`config.mk`:
```
export PLATFORM = sky130hd
export DESIGN_NAME = engine_fire_sequencer
export DESIGN_NICKNAME = d
export VERILOG_FILES = /design/src/hdl/efs_pkg.sv /design/src/hdl/engine_fire_sequencer.sv
export SDC_FILE = /design/constraint.sdc
export NUM_CORES = 1
export LEC_CHECK = 0
export BUFFER_PORTS_ARGS = -buffer_cell sky130_fd_sc_hd__buf_2
export CORE_AREA = 2 2 236 238
export DETAILED_ROUTE_END_ITERATION = 16
export DIE_AREA = 0 0 238 240
export HOLD_SLACK_MARGIN = 0.03
export PLACE_DENSITY = 0.75
export SLEW_MARGIN = 10
export SYNTH_ARGS = -nofsm -noshare
export SYNTH_HDL_FRONTEND = slang
export SYNTH_SLANG_ARGS = --single-unit
```
`constraint.sdc`:
```
create_clock -name i_clk -period 24.6 [get_ports i_clk]
set_input_delay 3.69 -clock i_clk [delete_from_list [all_inputs] [get_ports i_clk]]
set_output_delay 3.69 -clock i_clk [all_outputs]
set_load 0.01 [all_outputs]
```
`src/hdl/efs_pkg.sv`:
```
package efs_pkg;

    localparam int WEIGHT_BITS = 24;
    localparam int TIME_BITS   = 32;

    localparam int CMD_BITS  = 3;
    localparam int MODE_BITS = 3;
    localparam int ANG_BITS  = 8;
    localparam int THR_BITS  = 23;
    localparam int MS_BITS   = 16;
    localparam int CFG_IDX_BITS  = 3;
    localparam int CFG_DATA_BITS = 23;

    // weight difference needs one bit more than a sample; compare also covers the threshold
    localparam int DIFF_BITS = WEIGHT_BITS + 1;
    localparam int CMP_BITS  = (DIFF_BITS > THR_BITS) ? DIFF_BITS : THR_BITS;

    // stream packing, fields from bit 0 up, padded to bytes
    localparam int IN_BITS    = TIME_BITS + CMD_BITS + WEIGHT_BITS;
    localparam int IN_TDATA_W = ((IN_BITS + 7) / 8) * 8;
    localparam int OUT_BITS    = MODE_BITS + 5 * ANG_BITS + 2;
    localparam int OUT_TDATA_W = ((OUT_BITS + 7) / 8) * 8;

    typedef enum logic [MODE_BITS-1:0] {
        MODE_UNARMED = 3'd0,
        MODE_ARMED   = 3'd1,
        MODE_LOADING = 3'd2,
        MODE_LOADED  = 3'd3,
        MODE_FIRE    = 3'd4,
        MODE_PURGE   = 3'd5,
        MODE_PURGED  = 3'd6
    } t_mode;

    typedef enum logic [CMD_BITS-1:0] {
        CMD_NONE      = 3'd0,
        CMD_ARM       = 3'd1,
        CMD_SAFE      = 3'd2,
        CMD_FILL      = 3'd3,
        CMD_FILL_DONE = 3'd4,
        CMD_IGNITE    = 3'd5,
        CMD_VENT      = 3'd6,
        CMD_VENT_DONE = 3'd7
    } t_cmd;

    typedef logic [CFG_IDX_BITS-1:0] t_cfg_idx;
    localparam t_cfg_idx CFG_WEIGHT_THR = 3'd0;
    localparam t_cfg_idx CFG_BUZZER_MS  = 3'd1;
    localparam t_cfg_idx CFG_PYRO_MS    = 3'd2;
    localparam t_cfg_idx CFG_CAM_PERIOD = 3'd3;
    localparam t_cfg_idx CFG_BURN_LIMIT = 3'd4;

    localparam logic [THR_BITS-1:0] RST_WEIGHT_THR = 23'd450;
    localparam logic [MS_BITS-1:0]  RST_BUZZER_MS  = 16'd1000;
    localparam logic [MS_BITS-1:0]  RST_PYRO_MS    = 16'd2000;
    localparam logic [MS_BITS-1:0]  RST_CAM_PERIOD = 16'd1500;
    localparam logic [MS_BITS-1:0]  RST_BURN_LIMIT = 16'd15000;

    // servo positions in degrees
    localparam logic [ANG_BITS-1:0] ANG_FUEL_CLOSED  = 8'd6;
    localparam logic [ANG_BITS-1:0] ANG_FUEL_OPEN    = 8'd60;
    localparam logic [ANG_BITS-1:0] ANG_OX_CLOSED    = 8'd5;
    localparam logic [ANG_BITS-1:0] ANG_OX_OPEN      = 8'd65;
    localparam logic [ANG_BITS-1:0] ANG_LOAD_CLOSED  = 8'd10;
    localparam logic [ANG_BITS-1:0] ANG_LOAD_OPEN    = 8'd70;
    localparam logic [ANG_BITS-1:0] ANG_PURGE_CLOSED = 8'd3;
    localparam logic [ANG_BITS-1:0] ANG_PURGE_OPEN   = 8'd65;
    localparam logic [ANG_BITS-1:0] ANG_CAM_REST     = 8'd70;
    localparam logic [ANG_BITS-1:0] ANG_CAM_PRESS    = 8'd60;

    // valve ramp window, ms after fire
    localparam logic [TIME_BITS-1:0] RAMP_START = TIME_BITS'(100);
    localparam logic [TIME_BITS-1:0] RAMP_END   = TIME_BITS'(3100);
    localparam int RAMP_P_BITS = 12;

    // floor(9p/500) = (9p * FUEL_K) >> FUEL_SH, floor(p/50) = (p * OX_K) >> OX_SH,
    // exact for p <= 3000
    localparam int FUEL_SH = 24;
    localparam int OX_SH   = 22;
    localparam logic [15:0] FUEL_K = 16'd33555;
    localparam logic [16:0] OX_K   = 17'd83887;

endpackage

```
`src/hdl/engine_fire_sequencer.sv`:
```
// Engine fire sequencer.
// Pipeline: input register, then result register; m_axis is driven from the result register.
// Throughput: one item per cycle while m_axis_tready holds; mode, timers and servo state
//   update in the result stage, so each item sees everything the previous one left.
// Reset: i_rst_n synchronous, active low; clears pipeline valids and state, loads config
//   registers with their defaults. cfg port is always ready.
module engine_fire_sequencer (
    input  logic                                 i_clk,
    input  logic                                 i_rst_n,
    // input stream
    input  logic                                 s_axis_tvalid,
    output logic                                 s_axis_tready,
    // [31:0] now_ms, [34:32] command, [58:35] tank_weight, rest zero
    input  logic [efs_pkg::IN_TDATA_W-1:0]       s_axis_tdata,
    // result stream
    output logic                                 m_axis_tvalid,
    input  logic                                 m_axis_tready,
    // [2:0] mode, [10:3] fuel_angle, [18:11] oxidiser_angle, [26:19] load_valve_angle,
    // [34:27] purge_valve_angle, [42:35] camera_angle, [43] pyro_on, [44] buzzer_on
    output logic [efs_pkg::OUT_TDATA_W-1:0]      m_axis_tdata,
    // config writes
    input  logic                                 i_cfg_valid,
    output logic                                 o_cfg_ready,
    input  logic [efs_pkg::CFG_IDX_BITS-1:0]     i_cfg_index,
    input  logic [efs_pkg::CFG_DATA_BITS-1:0]    i_cfg_data
);

    localparam int TB = efs_pkg::TIME_BITS;
    localparam int WB = efs_pkg::WEIGHT_BITS;
    localparam int AB = efs_pkg::ANG_BITS;
    localparam int MB = efs_pkg::MS_BITS;
    localparam int PB = efs_pkg::RAMP_P_BITS;

    // ---------------- config registers ----------------
    logic [efs_pkg::THR_BITS-1:0] r_weight_thr;
    logic [MB-1:0]                r_buzzer_ms;
    logic [MB-1:0]                r_pyro_ms;
    logic [MB-1:0]                r_cam_period;
    logic [MB-1:0]                r_burn_limit;

    assign o_cfg_ready = 1'b1;

    always_ff @(posedge i_clk) begin
        if (!i_rst_n) begin
            r_weight_thr <= efs_pkg::RST_WEIGHT_THR;
            r_buzzer_ms  <= efs_pkg::RST_BUZZER_MS;
            r_pyro_ms    <= efs_pkg::RST_PYRO_MS;
            r_cam_period <= efs_pkg::RST_CAM_PERIOD;
            r_burn_limit <= efs_pkg::RST_BURN_LIMIT;
        end else if (i_cfg_valid && o_cfg_ready) begin
            unique case (i_cfg_index)
                efs_pkg::CFG_WEIGHT_THR: r_weight_thr <= i_cfg_data[efs_pkg::THR_BITS-1:0];
                efs_pkg::CFG_BUZZER_MS:  r_buzzer_ms  <= i_cfg_data[MB-1:0];
                efs_pkg::CFG_PYRO_MS:    r_pyro_ms    <= i_cfg_data[MB-1:0];
                efs_pkg::CFG_CAM_PERIOD: r_cam_period <= i_cfg_data[MB-1:0];
                efs_pkg::CFG_BURN_LIMIT: r_burn_limit <= i_cfg_data[MB-1:0];
                default: ;  // unused indexes dropped
            endcase
        end
    end

    // ---------------- pipeline handshake ----------------
    // Result stage advances when the output register is empty or being drained;
    // input stage takes a new transfer whenever its content moves on.
    logic r_in_valid;
    logic r_out_valid;
    logic out_load;
    logic in_load;

    assign out_load      = r_in_valid && (!r_out_valid || m_axis_tready);
    assign s_axis_tready = !r_in_valid || !r_out_valid || m_axis_tready;
    assign in_load       = s_axis_tvalid && s_axis_tready;

    // ---------------- input register ----------------
    logic [TB-1:0]                 r_in_now;
    logic [efs_pkg::CMD_BITS-1:0]  r_in_cmd;
    logic [WB-1:0]                 r_in_weight;

    always_ff @(posedge i_clk) begin
        if (!i_rst_n) begin
            r_in_valid <= 1'b0;
        end else if (s_axis_tready) begin
            r_in_valid <= s_axis_tvalid;
        end
    end

    always_ff @(posedge i_clk) begin
        if (in_load) begin
            r_in_now    <= s_axis_tdata[TB-1:0];
            r_in_cmd    <= s_axis_tdata[TB +: efs_pkg::CMD_BITS];
            r_in_weight <= s_axis_tdata[TB + efs_pkg::CMD_BITS +: WB];
        end
    end

    // ---------------- sequencer state ----------------
    efs_pkg::t_mode r_mode;
    logic [WB-1:0]  r_armed_weight;
    logic [TB-1:0]  r_fire_start;
    logic [TB-1:0]  r_cam_time;
    logic           r_cam_flag;
    logic           r_pyro_flag;
    logic           r_buzzer_flag;
    logic [AB-1:0]  r_ang_fuel;
    logic [AB-1:0]  r_ang_ox;
    logic [AB-1:0]  r_ang_load;
    logic [AB-1:0]  r_ang_purge;
    logic [AB-1:0]  r_ang_cam;

    // ---------------- per-item datapath ----------------
    efs_pkg::t_cmd  cmd;
    logic signed [efs_pkg::DIFF_BITS-1:0] weight_diff;
    logic [efs_pkg::DIFF_BITS-1:0]        weight_abs;
    logic           weight_moved;
    efs_pkg::t_mode mode_pre;       // mode after the loading weight check
    logic           fire_take;      // fire command accepted this item
    logic [TB-1:0]  fire_base;
    logic [TB-1:0]  cam_base;
    logic [TB-1:0]  elapsed;
    logic [TB-1:0]  cam_elapsed;
    logic [TB-1:0]  ramp_diff;
    logic [PB-1:0]  ramp_p;
    logic [PB+2:0]  ramp_x9;
    logic [PB+18:0] fuel_prod;
    logic [PB+16:0] ox_prod;
    logic [AB-1:0]  fuel_ramp;
    logic [AB-1:0]  ox_ramp;

    assign cmd = efs_pkg::t_cmd'(r_in_cmd);

    // |weight - armed weight| against the loading threshold
    assign weight_diff = efs_pkg::DIFF_BITS'(signed'(r_in_weight))
                       - efs_pkg::DIFF_BITS'(signed'(r_armed_weight));
    assign weight_abs  = weight_diff[efs_pkg::DIFF_BITS-1] ? efs_pkg::DIFF_BITS'(-weight_diff)
                                                          : efs_pkg::DIFF_BITS'(weight_diff);
    assign weight_moved = efs_pkg::CMP_BITS'(weight_abs) >= efs_pkg::CMP_BITS'(r_weight_thr);

    assign mode_pre = (r_mode == efs_pkg::MODE_LOADING && weight_moved) ?
                      efs_pkg::MODE_LOADED : r_mode;

    assign fire_take = (cmd == efs_pkg::CMD_IGNITE) && (mode_pre != efs_pkg::MODE_UNARMED)
                    && (mode_pre != efs_pkg::MODE_FIRE);

    // a fresh fire restarts both timers at this item's timestamp
    assign fire_base   = fire_take ? r_in_now : r_fire_start;
    assign cam_base    = fire_take ? r_in_now : r_cam_time;
    assign elapsed     = r_in_now - fire_base;
    assign cam_elapsed = r_in_now - cam_base;

    // valve ramp: fuel 6 + floor(54p/3000) = 6 + floor(9p/500), ox 5 + floor(p/50)
    assign ramp_diff = elapsed - efs_pkg::RAMP_START;
    assign ramp_p    = ramp_diff[PB-1:0];
    assign ramp_x9   = {ramp_p, 3'b000} + (PB+3)'(ramp_p);
    assign fuel_prod = (PB+19)'(ramp_x9) * (PB+19)'(efs_pkg::FUEL_K);
    assign ox_prod   = (PB+17)'(ramp_p) * (PB+17)'(efs_pkg::OX_K);
    assign fuel_ramp = efs_pkg::ANG_FUEL_CLOSED + AB'(fuel_prod[PB+18:efs_pkg::FUEL_SH]);
    assign ox_ramp   = efs_pkg::ANG_OX_CLOSED + AB'(ox_prod[PB+16:efs_pkg::OX_SH]);

    efs_pkg::t_mode n_mode;
    logic [WB-1:0]  n_armed_weight;
    logic [TB-1:0]  n_fire_start;
    logic [TB-1:0]  n_cam_time;
    logic           n_cam_flag;
    logic           n_pyro_flag;
    logic           n_buzzer_flag;
    logic [AB-1:0]  n_ang_fuel;
    logic [AB-1:0]  n_ang_ox;
    logic [AB-1:0]  n_ang_load;
    logic [AB-1:0]  n_ang_purge;
    logic [AB-1:0]  n_ang_cam;

    always_comb begin
        n_mode         = mode_pre;
        n_armed_weight = r_armed_weight;
        n_fire_start   = r_fire_start;
        n_cam_time     = r_cam_time;
        n_cam_flag     = r_cam_flag;
        n_pyro_flag    = r_pyro_flag;
        n_buzzer_flag  = r_buzzer_flag;
        n_ang_fuel     = r_ang_fuel;
        n_ang_ox       = r_ang_ox;
        n_ang_load     = (r_mode == efs_pkg::MODE_LOADING && weight_moved) ?
                         efs_pkg::ANG_LOAD_CLOSED : r_ang_load;
        n_ang_purge    = r_ang_purge;
        n_ang_cam      = r_ang_cam;

        // commands; unarmed accepts only arm
        if (mode_pre != efs_pkg::MODE_UNARMED || cmd == efs_pkg::CMD_ARM) begin
            case (cmd)
                efs_pkg::CMD_ARM: begin
                    n_mode         = efs_pkg::MODE_ARMED;
                    n_armed_weight = r_in_weight;
                end
                efs_pkg::CMD_SAFE: begin
                    n_mode        = efs_pkg::MODE_UNARMED;
                    n_buzzer_flag = 1'b0;
                    n_cam_flag    = 1'b0;
                    n_ang_fuel    = efs_pkg::ANG_FUEL_CLOSED;
                    n_ang_ox      = efs_pkg::ANG_OX_CLOSED;
                    n_ang_load    = efs_pkg::ANG_LOAD_CLOSED;
                    n_ang_purge   = efs_pkg::ANG_PURGE_CLOSED;
                end
                efs_pkg::CMD_FILL: begin
                    if (mode_pre == efs_pkg::MODE_ARMED) begin
                        n_mode     = efs_pkg::MODE_LOADING;
                        n_ang_load = efs_pkg::ANG_LOAD_OPEN;
                    end
                end
                efs_pkg::CMD_FILL_DONE: begin
                    if (mode_pre == efs_pkg::MODE_LOADING) begin
                        n_mode     = efs_pkg::MODE_LOADED;
                        n_ang_load = efs_pkg::ANG_LOAD_CLOSED;
                    end
                end
                efs_pkg::CMD_IGNITE: begin
                    if (fire_take) begin
                        n_mode        = efs_pkg::MODE_FIRE;
                        n_fire_start  = r_in_now;
                        n_cam_time    = r_in_now;
                        n_buzzer_flag = 1'b1;
                        n_pyro_flag   = 1'b1;
                        n_cam_flag    = 1'b1;
                    end
                end
                efs_pkg::CMD_VENT: begin
                    n_mode      = efs_pkg::MODE_PURGE;
                    n_ang_purge = efs_pkg::ANG_PURGE_OPEN;
                    n_ang_ox    = efs_pkg::ANG_OX_OPEN;
                end
                efs_pkg::CMD_VENT_DONE: begin
                    n_mode      = efs_pkg::MODE_PURGED;
                    n_ang_ox    = efs_pkg::ANG_OX_CLOSED;
                    n_ang_purge = efs_pkg::ANG_PURGE_CLOSED;
                end
                default: ;  // no command
            endcase
        end

        // fire timing, relative to the (possibly just restarted) fire start
        if (n_mode == efs_pkg::MODE_FIRE) begin
            if (elapsed >= TB'(r_buzzer_ms)) begin
                n_buzzer_flag = 1'b0;
            end
            if (elapsed > TB'(r_pyro_ms)) begin
                n_pyro_flag = 1'b0;
            end

            if (elapsed >= efs_pkg::RAMP_START && elapsed <= efs_pkg::RAMP_END) begin
                n_ang_fuel = fuel_ramp;
                n_ang_ox   = ox_ramp;
            end else if (elapsed > efs_pkg::RAMP_END && elapsed < TB'(r_burn_limit)) begin
                n_ang_fuel = efs_pkg::ANG_FUEL_OPEN;
                n_ang_ox   = efs_pkg::ANG_OX_OPEN;
            end

            if (cam_elapsed >= TB'(r_cam_period) && elapsed < TB'(r_burn_limit)) begin
                n_cam_time = r_in_now;
                n_cam_flag = !n_cam_flag;
                n_ang_cam  = n_cam_flag ? efs_pkg::ANG_CAM_PRESS : efs_pkg::ANG_CAM_REST;
            end

            // past the burn limit; exactly at a limit beyond the ramp window valves stay put
            if (elapsed > TB'(r_burn_limit)) begin
                n_ang_fuel = efs_pkg::ANG_FUEL_CLOSED;
                n_ang_ox   = efs_pkg::ANG_OX_CLOSED;
            end
        end
    end

    always_ff @(posedge i_clk) begin
        if (!i_rst_n) begin
            r_mode         <= efs_pkg::MODE_UNARMED;
            r_armed_weight <= '0;
            r_fire_start   <= '0;
            r_cam_time     <= '0;
            r_cam_flag     <= 1'b0;
            r_pyro_flag    <= 1'b0;
            r_buzzer_flag  <= 1'b0;
            r_ang_fuel     <= efs_pkg::ANG_FUEL_CLOSED;
            r_ang_ox       <= efs_pkg::ANG_OX_CLOSED;
            r_ang_load     <= efs_pkg::ANG_LOAD_CLOSED;
            r_ang_purge    <= efs_pkg::ANG_PURGE_CLOSED;
            r_ang_cam      <= efs_pkg::ANG_CAM_REST;
        end else if (out_load) begin
            r_mode         <= n_mode;
            r_armed_weight <= n_armed_weight;
            r_fire_start   <= n_fire_start;
            r_cam_time     <= n_cam_time;
            r_cam_flag     <= n_cam_flag;
            r_pyro_flag    <= n_pyro_flag;
            r_buzzer_flag  <= n_buzzer_flag;
            r_ang_fuel     <= n_ang_fuel;
            r_ang_ox       <= n_ang_ox;
            r_ang_load     <= n_ang_load;
            r_ang_purge    <= n_ang_purge;
            r_ang_cam      <= n_ang_cam;
        end
    end

    // ---------------- result register ----------------
    logic [efs_pkg::OUT_TDATA_W-1:0] r_out_data;

    always_ff @(posedge i_clk) begin
        if (!i_rst_n) begin
            r_out_valid <= 1'b0;
        end else if (out_load) begin
            r_out_valid <= 1'b1;
        end else if (m_axis_tready) begin
            r_out_valid <= 1'b0;
        end
    end

    always_ff @(posedge i_clk) begin
        if (out_load) begin
            r_out_data <= efs_pkg::OUT_TDATA_W'({n_buzzer_flag, n_pyro_flag, n_ang_cam,
                                                 n_ang_purge, n_ang_load, n_ang_ox,
                                                 n_ang_fuel, n_mode});
        end
    end

    assign m_axis_tvalid = r_out_valid;
    assign m_axis_tdata  = r_out_data;

endmodule
```
==> results_dict.tcl <==
set metrics [dict create \
    hp-class "flop to flop" \
    cp_max_fo 36 \
    io_pins 146 \
    clk_latency_ns 0.56 \
    period_needed_ns 12.97 \
    cts.clk_slew.worst_paths_ns 0.06 \
    setup.worst_path.start_class "flop" \
    post-route-period-util 0.527 \
    crit-reg2reg-launch "cmd[1]" \
    cts_resized 0 \
    hold_viol 0 \
    finClkSkew_ns 0.0318 \
    drtPass1Iterations 5 \
    dpl.hpwl_um 50400 \
    r2r_slack_ns 11.63 \
    final-setup-viol-count 0 \
    htreeDepth 2 \
    gr-usage-all-layers 0.228 \
    initial_core_util 0.495 \
    synth_cell_types 96 \
    ys_ff_latch 327 \
    ant_nets 0 \
    cts.sinks 327 \
    gp_congestion 0.934 \
    critPathRequiredTime_ns 25.00 \
    antenna_found_initial 11 \
    crit_slowest_cell "xnor2_1" \
    grt-ovfl-total 0 \
    cts.path.max_buffers 3 \
    grt_max_degree 95 \
    tightest_slew_ns 1.06 \
    grt_util_met2 0.394 \
    routed_wl_um 65300 \
    cts_tree "built" \
    tns_ns 0 \
    fp.dieArea_mm2 0.0571 \
    dr_total_vias 22200 \
    yosysWarnings 0 \
    r2r_cells 48 \
    grtUsageMet3 0.0374 \
    port_buffers 136 \
    cts_hold_buffers 0 \
    post-cts-setup-buffer-count 0 \
    drive_gt1_frac 0.0817 \
    wl_per_cell_um 16.6 \
    fill_cells 4985 \
    async_flop_share 0 \
    dieWidth_um 238 \
    root_buffer "clkbuf_16" \
    drt-initial-drc-count 1309 \
    slowest_delay_ns 0.85 \
    seq_area_frac_synth 0.281 \
    critical_path_class "flop to flop" \
    grt_setup_unrepaired "false" \
    rows 86 \
    startpoint "cmd[1]" \
    outcome "finished clean" \
    nets 3772 \
    cts_made_buffers 35 \
    cp-endpoint "m_axis_tdata[8]" \
    cp-end-kind "flop" \
    r2r-end "m_axis_tdata[8]" \
    cap_violations 0 \
    ys.flop_type "dfxtp_1" \
    syn_avg_cell_area_um2 8.69 \
    grt_pass1_vias 21300 \
    grt_pass1_wl_um 107000 \
    crit_arrival_ns 13.37 \
    die_h_um 240 \
    top_usage_layer "met2" \
    finalMaxSlewViolations 0 \
    grtUsageMet1 0.287 \
    synthCells 3113 \
    synth_edf_count 104 \
    core_mm2 0.0547 \
    viasPerCell 5.64 \
    max_freq_ghz 0.0771 \
    drc 0 \
    area_delta_synth_final_pct 9.08 \
    maxSlewHeadroom 0.286 \
    synth_area_mm2 0.0270 \
]
==> stage by stage <==
step	setup WS, ns	hold slack, ns	utilization	cell area [um2]	instances
floorplan	13.13	0.405	-	27000	3115
global placement	11.75	0.413	0.518	28300	3861
detailed placement	11.66	0.433	0.518	28300	3861
CTS	11.59	0.440	0.539	29500	3925
global route	10.59	0.454	0.540	29500	3927
finish	11.63	0.444	0.540	29500	3928
==> Yosys cell counts, types with 42 or more instances <==
| cell type | instances | share of area |
|---|---|---|
| a211oi_1 | 53 | 0.015 |
| a21o_1 | 71 | 0.020 |
| a21oi_1 | 278 | 0.051 |
| and2_1 | 57 | 0.013 |
| clkbuf_1 | 93 | 0.013 |
| dfxtp_1 | 223 | 0.17 |
| edfxtp_1 | 104 | 0.12 |
| fa_1 | 107 | 0.079 |
| ha_1 | 376 | 0.17 |
| inv_1 | 356 | 0.049 |
| mux2i_1 | 42 | 0.016 |
| nand2_1 | 347 | 0.048 |
| nor2_1 | 187 | 0.026 |
| o211ai_1 | 46 | 0.013 |
| o21ai_0 | 117 | 0.022 |
| xnor2_1 | 70 | 0.023 |
| xor2_1 | 42 | 0.014 |
==> area by class of cell <==
type	instances	area, um2	share of cell area
multi-input combinational	2314	17700	0.599
antenna	3	7.51	0.000255
timing repair buffer	157	838	0.0284
sequential	327	7590	0.257
tap	704	881	0.0299
clock inverter	20	228	0.00772
clock buffer	44	930	0.0315
inverter	359	1350	0.0458
==> worst min-delay path by stage <==
stage / to / cells after the start / slack, ns / start
detailed placement: r_ang_fuel[7] / 2 / 0.43 / r_ang_fuel[7]
floorplan: r_ang_fuel[7] / 2 / 0.41 / r_ang_fuel[7]
global route: r_ang_load[7] / 2 / 0.45 / r_ang_load[7]
finish: r_ang_load[7] / 2 / 0.44 / r_ang_load[7]
CTS: r_ang_fuel[7] / 2 / 0.44 / r_ang_fuel[7]
global placement: r_ang_fuel[7] / 2 / 0.41 / r_ang_fuel[7]
==> metal layers <==
metal,vias up,wire length [um]
met5,-,124
met1,10400,28700
li1,11100,-
met2,480,31000
met3,157,3280
met4,18,2220
==> layout by cell type, fill, tap and decap left out, drive strengths merged, types with 42 or more instances in the layout <==
cell / count
nor2: 188
a21o: 71
a21oi: 280
buf: 157
a211oi: 53
inv: 362
xnor2: 70
o211ai: 47
clkbuf: 44
ha: 376
and2: 57
edfxtp: 104
xor2: 42
o21ai: 121
mux2i: 42
dfxtp: 223
nand2: 347
fa: 107
==> critical path: cells and delay by family (launching register included) <==
| family | cells | cell delay (ns) |
|---|---|---|
| flops | 1 | 0.56 |
| mux | 1 | 0.37 |
| buf+inv | 5 | 0.74 |
| compound gates | 11 | 2.36 |
| simple gates | 17 | 2.78 |
| fa+ha+maj | 12 | 4.37 |
| xor+xnor | 2 | 1.59 |
==> state kept, by name, summed over array words and instances, names as in the netlist, 8 cells and up <==
register / flops
r_ang_purge: 8
r_fire_start: 32
r_weight_thr: 23
r_ang_cam: 8
r_burn_limit: 16
r_pyro_ms: 16
r_armed_weight: 24
r_ang_load: 8
r_ang_ox: 8
r_ang_fuel: 8
r_buzzer_ms: 16
r_cam_period: 16
m_axis_tdata: 45
r_in_weight: 24
r_cam_time: 32
r_in_now: 32
==> kinds of logic (layout without fill, tap and decap cells) <==
group                      Yosys count  in the layout  synth area share
DFF                                327            327             0.281
AOI/OAI and AO/OA                  780            780             0.188
and+or+nand+nor                    881            881             0.154
adders and majority gates          490            490             0.256
buffers and inverters              474            580            0.0669
other                                2              7          0.000278
xor gates and xnor gates           113            113            0.0372
muxes                               46             46            0.0172
Power is not shown: default switching activity piles up to over one toggle a cycle in this logic, so the estimate is an artifact.
